$ cat config.mk
export PLATFORM = sky130hd
export DESIGN_NAME = morse_line_editor
export DESIGN_NICKNAME = d
export VERILOG_FILES = /design/src/sv/mle_pkg.sv /design/src/sv/mle_front.sv /design/src/sv/mle_back.sv /design/src/sv/morse_line_editor.sv
export SDC_FILE = /design/constraint.sdc
export NUM_CORES = 2
export LEC_CHECK = 0
export BUFFER_PORTS_ARGS = -buffer_cell sky130_fd_sc_hd__buf_2
export CAP_MARGIN = 20
export CORE_MARGIN = 2
export CORE_UTILIZATION = 50
export CTS_BUF_LIST = sky130_fd_sc_hd__clkbuf_4 sky130_fd_sc_hd__clkbuf_8
export CTS_CLUSTER_SIZE = 20
export DETAILED_ROUTE_END_ITERATION = 8
export GPL_TIMING_DRIVEN = 1
export HOLD_SLACK_MARGIN = 0.03
export PLACE_DENSITY_LB_ADDON = 0.3
export SLEW_MARGIN = 0
export SYNTH_ARGS = -nofsm -noshare
export SYNTH_HDL_FRONTEND = slang
export SYNTH_SLANG_ARGS = --single-unit
export TNS_END_PERCENT = 100
$ cat constraint.sdc
create_clock -name clk_i -period 13 [get_ports clk_i]
set_input_delay 1.95 -clock clk_i [delete_from_list [all_inputs] [get_ports clk_i]]
set_output_delay 1.95 -clock clk_i [all_outputs]
set_load 0.02 [all_outputs]
$ cat src/sv/mle_pkg.sv
`default_nettype none
package mle_pkg;

  // Longest symbol that can be entered; a seventh element decodes to 0.
  localparam int unsigned MAX_ELEMENTS = 7;
  localparam int unsigned DECODE_LIMIT = 6;

  // Text buffer size; the 8-bit text_length field caps it.
  localparam int unsigned TEXT_DEPTH = 128;

  localparam logic [6:0] CH_SPACE = 7'h20;
  localparam logic [6:0] CH_CR    = 7'h0d;
  localparam logic [6:0] CH_LF    = 7'h0a;

  typedef enum logic [2:0] {
    KIND_DOT      = 3'd0,
    KIND_DASH     = 3'd1,
    KIND_COMMIT   = 3'd2,
    KIND_NEWLINE  = 3'd3,
    KIND_BACKSP   = 3'd4,
    KIND_CLR_SYM  = 3'd5,
    KIND_CLR_TEXT = 3'd6,
    KIND_READ     = 3'd7
  } kind_e;

  // Classified key event, one flag per operation.
  typedef struct packed {
    logic       elem;
    logic       dash;
    logic       commit;
    logic       newline;
    logic       bksp;
    logic       clr_sym;
    logic       clr_txt;
    logic       rd;
    logic [6:0] read_index;
  } op_t;

  // Result beat, last field in the lowest bits.
  typedef struct packed {
    logic       overflow;
    logic [2:0] symbol_elements;
    logic [6:0] read_char;
    logic [7:0] text_length;
    logic [6:0] preview_char;
  } res_t;

  // Element bits with a marker just above the last one.
  function automatic logic [6:0] morse_lut(input logic [6:0] idx);
    logic [6:0] ch;
    unique case (idx)
      7'd2:    ch = 7'("E");
      7'd3:    ch = 7'("T");
      7'd4:    ch = 7'("I");
      7'd5:    ch = 7'("N");
      7'd6:    ch = 7'("A");
      7'd7:    ch = 7'("M");
      7'd8:    ch = 7'("S");
      7'd9:    ch = 7'("D");
      7'd10:   ch = 7'("R");
      7'd11:   ch = 7'("G");
      7'd12:   ch = 7'("U");
      7'd13:   ch = 7'("K");
      7'd14:   ch = 7'("W");
      7'd15:   ch = 7'("O");
      7'd16:   ch = 7'("H");
      7'd17:   ch = 7'("B");
      7'd18:   ch = 7'("L");
      7'd19:   ch = 7'("Z");
      7'd20:   ch = 7'("F");
      7'd21:   ch = 7'("C");
      7'd22:   ch = 7'("P");
      7'd24:   ch = 7'("V");
      7'd25:   ch = 7'("X");
      7'd27:   ch = 7'("Q");
      7'd29:   ch = 7'("Y");
      7'd30:   ch = 7'("J");
      7'd32:   ch = 7'("5");
      7'd33:   ch = 7'("6");
      7'd35:   ch = 7'("7");
      7'd39:   ch = 7'("8");
      7'd41:   ch = 7'("/");
      7'd45:   ch = 7'("(");
      7'd47:   ch = 7'("9");
      7'd48:   ch = 7'("4");
      7'd49:   ch = 7'("=");
      7'd56:   ch = 7'("3");
      7'd60:   ch = 7'("2");
      7'd62:   ch = 7'("1");
      7'd63:   ch = 7'("0");
      7'd71:   ch = 7'(":");
      7'd76:   ch = 7'("?");
      7'd82:   ch = 7'h22;
      7'd86:   ch = 7'("@");
      7'd94:   ch = 7'h27;
      7'd97:   ch = 7'("-");
      7'd106:  ch = 7'(".");
      7'd108:  ch = 7'("_");
      7'd109:  ch = 7'(")");
      7'd115:  ch = 7'(",");
      7'd117:  ch = 7'("!");
      default: ch = 7'd0;
    endcase
    return ch;
  endfunction

  function automatic logic [6:0] decode_sym(input logic [6:0] pat, input logic [2:0] cnt);
    logic [6:0] marker;
    logic [6:0] ch;
    marker = 7'd1 << cnt;
    if (cnt == 3'd0) begin
      ch = CH_SPACE;
    end else if (cnt > 3'(DECODE_LIMIT)) begin
      ch = 7'd0;
    end else begin
      ch = morse_lut(marker | (pat & (marker - 7'd1)));
    end
    return ch;
  endfunction

endpackage
`default_nettype wire

$ cat src/sv/mle_front.sv
`default_nettype none
module mle_front (
  input  wire logic          clk_i,
  input  wire logic          rst_ni,
  input  wire logic          in_valid_i,
  output logic               in_ready_o,
  input  wire logic [2:0]    in_kind_i,
  input  wire logic [6:0]    in_index_i,
  output logic               q_valid_o,
  output mle_pkg::op_t       q_op_o,
  input  wire logic          q_pop_i
);
  import mle_pkg::*;

  op_t        ent_q [2];
  logic       wr_ptr_q, rd_ptr_q;
  logic [1:0] cnt_q;
  logic       push;
  op_t        op_new;

  always_comb begin
    op_new            = '0;
    op_new.read_index = in_index_i;
    unique case (kind_e'(in_kind_i))
      KIND_DOT:      op_new.elem    = 1'b1;
      KIND_DASH:     begin
        op_new.elem = 1'b1;
        op_new.dash = 1'b1;
      end
      KIND_COMMIT:   op_new.commit  = 1'b1;
      KIND_NEWLINE:  op_new.newline = 1'b1;
      KIND_BACKSP:   op_new.bksp    = 1'b1;
      KIND_CLR_SYM:  op_new.clr_sym = 1'b1;
      KIND_CLR_TEXT: op_new.clr_txt = 1'b1;
      KIND_READ:     op_new.rd      = 1'b1;
      default:       op_new.rd      = 1'b1;
    endcase
  end

  assign in_ready_o = (cnt_q != 2'd2);
  assign push       = in_valid_i && in_ready_o;
  assign q_valid_o  = (cnt_q != 2'd0);
  assign q_op_o     = ent_q[rd_ptr_q];

  always_ff @(posedge clk_i) begin
    if (push) begin
      ent_q[wr_ptr_q] <= op_new;
    end
  end

  always_ff @(posedge clk_i or negedge rst_ni) begin
    if (!rst_ni) begin
      wr_ptr_q <= 1'b0;
      rd_ptr_q <= 1'b0;
      cnt_q    <= 2'd0;
    end else begin
      if (push) begin
        wr_ptr_q <= ~wr_ptr_q;
      end
      if (q_pop_i) begin
        rd_ptr_q <= ~rd_ptr_q;
      end
      cnt_q <= cnt_q + 2'(push) - 2'(q_pop_i);
    end
  end

endmodule
`default_nettype wire

$ cat src/sv/mle_back.sv
`default_nettype none
module mle_back (
  input  wire logic          clk_i,
  input  wire logic          rst_ni,
  input  wire logic          q_valid_i,
  input  mle_pkg::op_t       q_op_i,
  output logic               q_pop_o,
  output logic               res_valid_o,
  input  wire logic          res_ready_i,
  output mle_pkg::res_t      res_o
);
  import mle_pkg::*;

  localparam int unsigned AW = $clog2(TEXT_DEPTH);
  localparam int unsigned CW = $clog2(TEXT_DEPTH + 1);
  localparam int unsigned IW = (CW > 7) ? CW : 7;

  typedef enum logic [1:0] {
    ST_IDLE,
    ST_EXEC,
    ST_LF
  } state_e;

  state_e          state_q, state_d;
  op_t             op_q, op_d;
  logic [6:0]      pat_q, pat_d;
  logic [2:0]      scnt_q, scnt_d;
  logic [CW-1:0]   tcnt_q, tcnt_d;
  logic            res_valid_q, res_valid_d;
  res_t            res_q, res_d;

  logic [6:0]      mem [TEXT_DEPTH];
  logic [6:0]      rd_data_q;
  logic [AW-1:0]   rd_addr;
  logic            we;
  logic [AW-1:0]   wa;
  logic [6:0]      wd;
  logic            fin;
  logic            ovf;
  logic [6:0]      rchar;
  logic [CW-1:0]   bs_cnt;

  assign q_pop_o     = (state_q == ST_IDLE) && q_valid_i && (!res_valid_q || res_ready_i);
  // backspace peeks at the last character, read peeks at the requested slot
  assign rd_addr     = q_op_i.bksp ? AW'(tcnt_q - CW'(1)) : AW'(q_op_i.read_index);
  assign res_valid_o = res_valid_q;
  assign res_o       = res_q;

  always_comb begin
    state_d     = state_q;
    op_d        = op_q;
    pat_d       = pat_q;
    scnt_d      = scnt_q;
    tcnt_d      = tcnt_q;
    res_valid_d = res_valid_q && !res_ready_i;
    res_d       = res_q;
    we          = 1'b0;
    wa          = AW'(tcnt_q);
    wd          = CH_CR;
    fin         = 1'b0;
    ovf         = 1'b0;
    rchar       = 7'd0;
    bs_cnt      = tcnt_q - CW'(1);
    unique case (state_q)
      ST_IDLE: begin
        if (q_pop_o) begin
          op_d    = q_op_i;
          state_d = ST_EXEC;
        end
      end
      ST_EXEC: begin
        fin = 1'b1;
        priority if (op_q.elem) begin
          if (scnt_q < 3'(MAX_ELEMENTS)) begin
            pat_d[scnt_q] = op_q.dash;
            scnt_d        = scnt_q + 3'd1;
          end else begin
            ovf = 1'b1;
          end
        end else if (op_q.commit) begin
          if (tcnt_q < CW'(TEXT_DEPTH)) begin
            we     = 1'b1;
            wd     = decode_sym(pat_q, scnt_q);
            tcnt_d = tcnt_q + CW'(1);
            pat_d  = 7'd0;
            scnt_d = 3'd0;
          end else begin
            ovf = 1'b1;
          end
        end else if (op_q.newline) begin
          if ({1'b0, tcnt_q} + (CW+1)'(2) <= (CW+1)'(TEXT_DEPTH)) begin
            we      = 1'b1;
            wd      = CH_CR;
            fin     = 1'b0;
            state_d = ST_LF;
          end else begin
            ovf = 1'b1;
          end
        end else if (op_q.bksp) begin
          if (tcnt_q != '0) begin
            // LF takes its CR with it
            if (rd_data_q == CH_LF && bs_cnt != '0) begin
              tcnt_d = bs_cnt - CW'(1);
            end else begin
              tcnt_d = bs_cnt;
            end
          end
        end else if (op_q.clr_sym) begin
          pat_d  = 7'd0;
          scnt_d = 3'd0;
        end else if (op_q.clr_txt) begin
          tcnt_d = '0;
        end else if (op_q.rd) begin
          if (IW'(op_q.read_index) < IW'(tcnt_q)) begin
            rchar = rd_data_q;
          end
        end
      end
      ST_LF: begin
        we     = 1'b1;
        wa     = AW'(tcnt_q + CW'(1));
        wd     = CH_LF;
        tcnt_d = tcnt_q + CW'(2);
        fin    = 1'b1;
      end
      default: state_d = ST_IDLE;
    endcase
    if (fin) begin
      state_d               = ST_IDLE;
      res_valid_d           = 1'b1;
      res_d.preview_char    = decode_sym(pat_d, scnt_d);
      res_d.text_length     = 8'(tcnt_d);
      res_d.read_char       = rchar;
      res_d.symbol_elements = scnt_d;
      res_d.overflow        = ovf;
    end
  end

  always_ff @(posedge clk_i) begin
    if (we) begin
      mem[wa] <= wd;
    end
    rd_data_q <= mem[rd_addr];
  end

  always_ff @(posedge clk_i or negedge rst_ni) begin
    if (!rst_ni) begin
      state_q     <= ST_IDLE;
      op_q        <= '0;
      pat_q       <= 7'd0;
      scnt_q      <= 3'd0;
      tcnt_q      <= '0;
      res_valid_q <= 1'b0;
      res_q       <= '0;
    end else begin
      state_q     <= state_d;
      op_q        <= op_d;
      pat_q       <= pat_d;
      scnt_q      <= scnt_d;
      tcnt_q      <= tcnt_d;
      res_valid_q <= res_valid_d;
      res_q       <= res_d;
    end
  end

endmodule
`default_nettype wire

$ cat src/sv/morse_line_editor.sv
`default_nettype none
// Channel   Dir  Signals                     Content
// s_axis    in   tvalid/tready/tuser/tdata   one key event per beat
// m_axis    out  tvalid/tready/tdata         editor state after that event
//
// Events sit in a two-entry queue; the executor handles each event in steps
// (queue pop with text memory read, then update), with an extra LF step for
// newline, which needs two writes through the single memory write port.
// Reset clears symbol, text length, queue and result register; the text
// memory is not cleared. Each side stalls on its own; a waiting result
// holds the executor but not the queue.
module morse_line_editor (
  input  wire logic        clk_i,
  input  wire logic        rst_ni,
  input  wire logic        s_axis_tvalid_i,
  output logic             s_axis_tready_o,
  input  wire logic [2:0]  s_axis_tuser_i,   // kind
  input  wire logic [7:0]  s_axis_tdata_i,   // [6:0] read_index, [7] zero
  output logic             m_axis_tvalid_o,
  input  wire logic        m_axis_tready_i,
  output logic [31:0]      m_axis_tdata_o    // [6:0] preview_char, [14:7] text_length,
                                             // [21:15] read_char, [24:22] symbol_elements,
                                             // [25] overflow, [31:26] zero
);
  import mle_pkg::*;

  logic q_valid;
  logic q_pop;
  op_t  q_op;
  res_t res;

  mle_front u_front (
    .clk_i      (clk_i),
    .rst_ni     (rst_ni),
    .in_valid_i (s_axis_tvalid_i),
    .in_ready_o (s_axis_tready_o),
    .in_kind_i  (s_axis_tuser_i),
    .in_index_i (s_axis_tdata_i[6:0]),
    .q_valid_o  (q_valid),
    .q_op_o     (q_op),
    .q_pop_i    (q_pop)
  );

  mle_back u_back (
    .clk_i       (clk_i),
    .rst_ni      (rst_ni),
    .q_valid_i   (q_valid),
    .q_op_i      (q_op),
    .q_pop_o     (q_pop),
    .res_valid_o (m_axis_tvalid_o),
    .res_ready_i (m_axis_tready_i),
    .res_o       (res)
  );

  assign m_axis_tdata_o = {6'd0, res};

endmodule
`default_nettype wire
=== Yosys cells after proc, flatten, opt, wreduce, memory -nomap -nowiden ===
Memory sizes are Yosys's and may differ from the RTL's. A register that Yosys moved wholly into a read port is not among the register bits.
Index checks and enable logic that the tools add are counted.
Widths: inputs -> output; s select.

* Flip-flop bits (word level): 66
* Latch bits: 0
* Memory bits (writable): 926
* ROM bits: 1792
* Bits of input ports: 15
* Output and inout bits: 34
* Logic and storage cells: 173
* Memories: 4

{| class="wikitable"
|+ Memories
! name !! words !! width !! read ports !! clocked after Yosys merged registers in !! write ports !! line !! RTL
|-
| (no name shown) || 128 || 7 || 1 || 0 || 0 || mle_pkg.sv:51 || <nowiki>unique case (idx)</nowiki>
|-
| (no name shown) || 128 || 7 || 1 || 0 || 0 || mle_pkg.sv:51 ||
|-
| u_back.mem || 128 || 7 || 1 || 1 || 1 || mle_back.sv:32 || <nowiki>logic [6:0] mem [TEXT_DEPTH];</nowiki>
|-
| u_front.ent_q || 2 || 15 || 1 || 0 || 1 || mle_front.sv:15 || <nowiki>op_t ent_q [2];</nowiki>
|}

* Add/sub/neg operators: 10
* Multiply operators: 0
* Divide/modulo/power cells: 0
* Order comparisons: 8
* Equality and inequality tests: 17
* Shift-type cells: 2
* Mux-type cells: 85
* Bitwise gates (word level): 6
* Reductions and logical operators: 19

{| class="wikitable"
|+ Operator list
! kind !! count
|-
| $mux 7 || 26
|-
| $mux 8 || 9
|-
| $mux 1 || 29
|-
| $mux 3 || 8
|-
| $pmux 8 s2 || 1
|-
| $reduce_bool 8->1 || 2
|-
| $sub 8x1->8 const B || 2
|-
| $and 7x7->7 || 2
|-
| $or 7x7->7 || 2
|-
| $pmux 7 s2 || 1
|-
| $shl 1x3->7 const A || 2
|-
| $sub 7x1->7 const B || 2
|-
| $eq 3x3->1 const B || 4
|-
| $mux 2 || 6
|-
| $add 8x2->9 const B || 1
|-
| $le 9x8->1 const B || 1
|-
| $logic_not 3->1 || 3
|-
| $add 8x1->8 const B || 1
|-
| $add 8x2->8 const B || 1
|-
| $lt 7x8->1 || 1
|-
| $lt 8x8->1 const B || 1
|-
| $bwmux 7 || 1
|-
| $eq 7x4->1 const B || 1
|-
| $eq 3x2->1 const B || 2
|-
| other kinds (27) || 38
|}

=== Longest topological paths before layout ===
An unclocked memory read counts as a cell.

* Depth in word-level cells: 13
* Depth in mapped cells: 20
* Gate-level depth less buffers: 18

=== Hierarchy ===
A second synthesis with hierarchy kept.

* Cells, all modules: 2568
* Area, all modules: 42692.2 µm²

{| class="wikitable"
|+ Modules (own cells, without submodules)
! module !! instances !! cells an instance !! area each (µm²) !! sequential area each (µm²)
|-
| mle_back || 1 || 2488 || 41309.6 || 28597.4
|-
| mle_front || 1 || 73 || 1333.8 || 1001.0
|-
| morse_line_editor || 1 || 7 || 48.8 || 0.0
|}

=== Worst setup path after synthesis ===
Ideal clock, no wire load.

* Path kind: reg-to-reg
* Start point: reg u_back.scnt_q[1]
* End point: mem u_back.mem[0][1] (data pin)
* Setup time: 1590 ps
* Arrival: 9601 ps
* Required time: 11410 ps
* Path slack: 1808 ps
* Stages on the path, launching flop included: 16
* Buffers on the path: 4
* Clock period less this slack: 11192 ps
* Cell sequence: dfrtp_1 -> buf_2 -> clkbuf_1 -> or2_1 -> nand2_1 -> o21ai_0 -> clkbuf_1 -> inv_1 -> ha_1 -> clkbuf_1 -> nand2_1 -> o21ai_0 -> nand2_1 -> o211ai_1 -> a211oi_1 -> o41ai_1

* Word-level cells in the longest chain between the ends: 11
* Elaborated cells between the ends (all ways): 13
* Classes of those cells: 1 x add/sub; 1 x order compare; 1 x shift; 6 x mux; 2 x bitwise; 1 x reduce/logical; 1 x memory

{| class="wikitable"
|+ RTL lines
! element !! line !! RTL
|-
| start, declared || mle_back.sv:27 || <nowiki>logic [2:0] scnt_q, scnt_d;</nowiki>
|-
| start signal, assigned || mle_back.sv:159 || <nowiki>scnt_q <= scnt_d;</nowiki>
|-
| $shl 1x3->7 || mle_pkg.sv:110 || <nowiki>marker = 7'd1 << cnt;</nowiki>
|-
| $sub 7x1->7 || mle_pkg.sv:116 || <nowiki>ch = morse_lut(marker | (pat & (marker - 7'd1)));</nowiki>
|-
| $and 7x7->7 || mle_pkg.sv:116 ||
|-
| $or 7x7->7 || mle_pkg.sv:116 ||
|-
| $mem_v2 128x7 || n/a ||
|-
| $mux 7 || mle_pkg.sv:113 || <nowiki>end else if (cnt > 3'(DECODE_LIMIT)) begin</nowiki>
|-
| $mux 7 (*) || mle_pkg.sv:111 || <nowiki>if (cnt == 3'd0) begin</nowiki>
|-
| $mux 7 (*) || mle_back.sv:81 || <nowiki>if (tcnt_q < CW'(TEXT_DEPTH)) begin</nowiki>
|-
| $mux 7 (*) || mle_back.sv:80 || <nowiki>end else if (op_q.commit) begin</nowiki>
|-
| $mux 7 (*) || mle_back.sv:73 || <nowiki>priority if (op_q.elem) begin</nowiki>
|-
| $pmux 7 s2 (*) || mle_back.sv:64 || <nowiki>unique case (state_q)</nowiki>
|-
| net u_back.wd[1] || mle_back.sv:37 || <nowiki>logic [6:0] wd;</nowiki>
|-
| end, declared || mle_back.sv:32 ||
|}

Mark *: on every way through the listed nets, which the timed path passes. The rest lies on a longest branch.

=== Worst setup path after layout ===
* Start point: reg u_back.scnt_q[0]
* End point: mem u_back.mem[45][5] (data pin)

The elaborated chain is that of the path after synthesis.

==> summary.md <==
| Metric | Value |
|---|---|
| Status | finished, final reports clean |
| Setup crit start | u_back.scnt_q[0] |
| Vias in the first global route | about 29000 |
| Routed WL | ~120000 um |
| Main synth FF type | edfxtp_1 |
| First-pass detailed-route iteration total | 7 |
| # nets final | around 3800 |
| Design area | between 40000 and 50000 um^2 |
| Placed inst area | ~45000 um^2 |
| Critical path cell sequence | inv_2 > ha_1 > nand2_1 > nand2b_1 > inv_1 > ha_1 > nand2_1 > o21ai_0 > a211oi_1 > a2111oi_0 > o221ai_1 > a21boi_4 > buf_4 |
| I/O pins | about 50 |
| Share of cells above drive strength 1 | 10.49% |
| # setup viols final | 0 |
| Multi-input gate area | about 13000 um^2 |
| H-tree Lvls | 4 |
| Setup crit end kind | flip-flop |
| Final GP Congestion | 0.9129 |
| Peak Freq | around 0.17 GHz |
| Post-CTS setup buffer count | 0 |
| Global-route usage over all layers | between 20% and 30% |
| First-pass GRT wire length | approximately 170000 um |
| Die width | ~300 um |
| Hold buffers post-CTS | 0 |
| Yosys warns | 0 |
| Crit start category | flip-flop |
| DR iter-0 viols | 3590 |
| Detail Placement HPWL | between 60000 and 70000 um |
| Via count | between 30000 and 40000 |
| Worst slew margin | between 20% and 30% |
| Worst path arrival time | 6210 ps |
| Filler cells | just over 7000 |
| Post-synthesis cell area | 44400 um^2 |
| Post-synth EDFFs | 926 |
| RSZ-0062 raised after global routing | false |
| Inserted Clock Buffers | approximately 160 |
| Remaining antenna violation count | 0 |
| Fin. Hold Viols | 0 |
| R2r endpoint | u_back.mem[45][5] |
| Initial Util | between 50% and 60% |
| Crit-path max FO | a little over 100 |
| Reg2Reg Depth | 13 |
| Sequential Area | around 30000 um^2 |
| IO Port Bufs | ~40 |
| TritonCTS clock tree | done |
| Core Rows | roughly 110 |
| Critical path's slowest cell | buf_4 |
| TNS Setup | 0 ps |
| Register area share after synthesis | ~67% |
| CTS root buffer | clkbuf_8 |
| Max-slew violation count | 0 |
| Worst r2r src | u_back.scnt_q[0] |
| CTS Buffer Depth | 3 |
| Max stage delay on crit path | just under 900 ps |
| Die Height | slightly above 300 um |
| Period utilization | roughly 44% |
| CP Class | flip-flop to flip-flop |
| Static Leakage | around 0.017 uW |
| Die ar. | a little over 90000 um^2 |
| #FFs+latches synth | 999 |
| Antenna violations before repair | 1 |
| Post-CTS resize count | 0 |
| Fin util | 54.86% |
| Syn Area/Cell | 11.78 um^2 |
| DRC errors left | 0 |
| Total gr overflow | 0 |
| Post-route clock skew | 50.24 ps |
| Cells after synthesis | 3769 |
| Max-Cap Viols | 0 |
| Async set-reset flop share out of synthesis | 6.607% |
| Post-DR vias/cell | 6.085 |
| WL/cell | 22.91 um |
| Worst VDD drop | between 0.2 and 0.25 mV |
| Layout Area Growth over Synthesis | 9.038% |
| Setup slack, reg-to-reg | a little over 7000 ps |
| Hold Path Class | flip-flop to flip-flop |
| Power per Cell Area | about 280 nW/um^2 |
| Worst-Margin Slew | about 1100 ps |
| Clock-pin slew on the worst setup and hold paths | 60 ps |
| Largest net degree at the start of global routing | 181 |
| Critical path endpoint | u_back.mem[45][5] |
| Clk sinks | 999 |
| Clk Latency, worst-skew pair | around 850 ps |
| CP Data Required Time | approximately 13000 ps |
| Core area | approximately 88000 um^2 |
| Count of cell types in the netlist | between 100 and 150 |
| Tmin final | around 5800 ps |
==> worst max-delay path, delay by kind of cell, from the launching register on <==
kind	cells	cell delay, ps
and+or+nand+nor	3	630
buffers and inverters	3	1350
adders and majority gates	2	620
DFF	1	750
AOI/OAI and AO/OA	5	1850
==> where the power goes <==
part	switching [uW]	total [uW]	internal, uW
sequential	169	4170	4000
clock	1220	2650	1430
combinational	4860	6720	1860
==> cells by family after synthesis <==
family	share of synthesized area [%]
adders and majority gates	1.155
xor gates and xnor gates	0.6904
and+or+nand+nor	17.29
muxes	0.9215
DFF	66.66
buffers and inverters	3.365
AOI/OAI and AO/OA	9.906
other	0.008446
==> final cells by class <==
cell class                 instances  area share (%)
antenna                            1        0.005169
clock buffer                     218           5.539
clock inverter                    56          0.8451
inverter                          39          0.3076
multi-input combinational       2458           27.86
sequential                       999           61.14
tap                             1165           3.011
timing repair buffer              92           1.297
==> metrics by stage <==
| stage | setup slack, ps | total power, uW | cells | hold slack [ps] |
|---|---|---|---|---|
| 2_1_floorplan | 1808 | 8818 | 3774 | 441.2 |
| 3_3_place_gp | 7444 | 10770 | 4753 | 455.1 |
| 3_5_place_dp | 7456 | 10820 | 4753 | 465.1 |
| 4_1_cts | 7384 | 13450 | 5027 | 479.7 |
| 5_1_grt | 6936 | 14220 | 5028 | 492.2 |
| 6_report | 7245 | 13540 | 5028 | 470.6 |
==> sequential cells by signal (all words and copies together), names as in the netlist <==
register            cells
u_back.mem            896
u_back.op_q            15
u_back.pat_q            7
u_back.rd_data_q        7
u_back.res_o           26
u_back.res_valid_o      1
u_back.scnt_q           3
u_back.state_q          2
u_back.tcnt_q           8
u_front.cnt_q           2
u_front.ent_q          30
u_front.rd_ptr_q        1
u_front.wr_ptr_q        1
==> synth_stat cells, types with 11 or more instances <==
cell / count / share of area, %
o22ai_1: 32 / 0.45
xnor2_1: 30 / 0.59
mux2i_1: 33 / 0.74
nand3_1: 446 / 5.0
buf_1: 27 / 0.23
inv_1: 33 / 0.28
nand2_1: 896 / 7.6
clkbuf_1: 132 / 1.1
nor2_1: 214 / 1.8
nor3_1: 34 / 0.38
a21oi_1: 70 / 0.79
a311oi_1: 124 / 2.4
a21o_1: 12 / 0.20
dfrtp_1: 66 / 3.7
ha_1: 41 / 1.2
and2_1: 11 / 0.16
a31oi_1: 57 / 0.80
o21ai_0: 61 / 0.69
buf_2: 89 / 1.0
edfxtp_1: 926 / 63
nand2b_1: 13 / 0.18
o211ai_1: 16 / 0.27
and3_1: 68 / 0.96
buf_4: 14 / 0.24
a211oi_1: 89 / 1.5
a22o_1: 14 / 0.28
==> per-layer routing <==
layer	GRT usage, %	vias to the layer above	part of all wire [%]
met5	0	-	0
met4	9.312	0	2.9
met3	4.604	213	8.2
met2	40.29	1402	48
met1	33.97	15046	41
li1	-	13932	-
==> layout by cell type (no fill, tap or decap), drive strengths merged, types with 6 or more instances in the layout <==
cell      count
or3           6
a21o         14
mux2i        33
nor2        219
nor2b        10
conb          6
nand2       897
and2         14
a22oi         7
clkinv       40
a31oi        57
o32ai         6
dfrtp        66
inv          44
nor3b         7
nand2b       13
o22ai        32
nand3       448
o31ai        11
edfxtp      926
ha           41
a21oi        72
a221oi        9
clkinvlp      6
o211ai       17
and3         68
clkbuf      218
nor4          8
a21boi        8
a211oi       92
xnor2        30
a22o         14
a311oi      124
dfxtp         7
buf          92
nor3         35
o21ai        68
==> worst min path at each step <==
stage                             endpoint           startpoint  slack [ps]  depth (start not counted)
final                      u_back.res_o[0]      u_back.res_o[0]         470                          2
after global routing       u_back.res_o[0]      u_back.res_o[0]         490                          2
after CTS                  u_back.res_o[0]      u_back.res_o[0]         480                          2
after detailed placement  u_back.res_o[17]  u_back.rd_data_q[2]         470                          1
after global placement    u_back.res_o[18]  u_back.rd_data_q[3]         460                          1
after floorplan           u_back.res_o[18]  u_back.rd_data_q[3]         440                          1
Power figures use the tool's default switching activity.
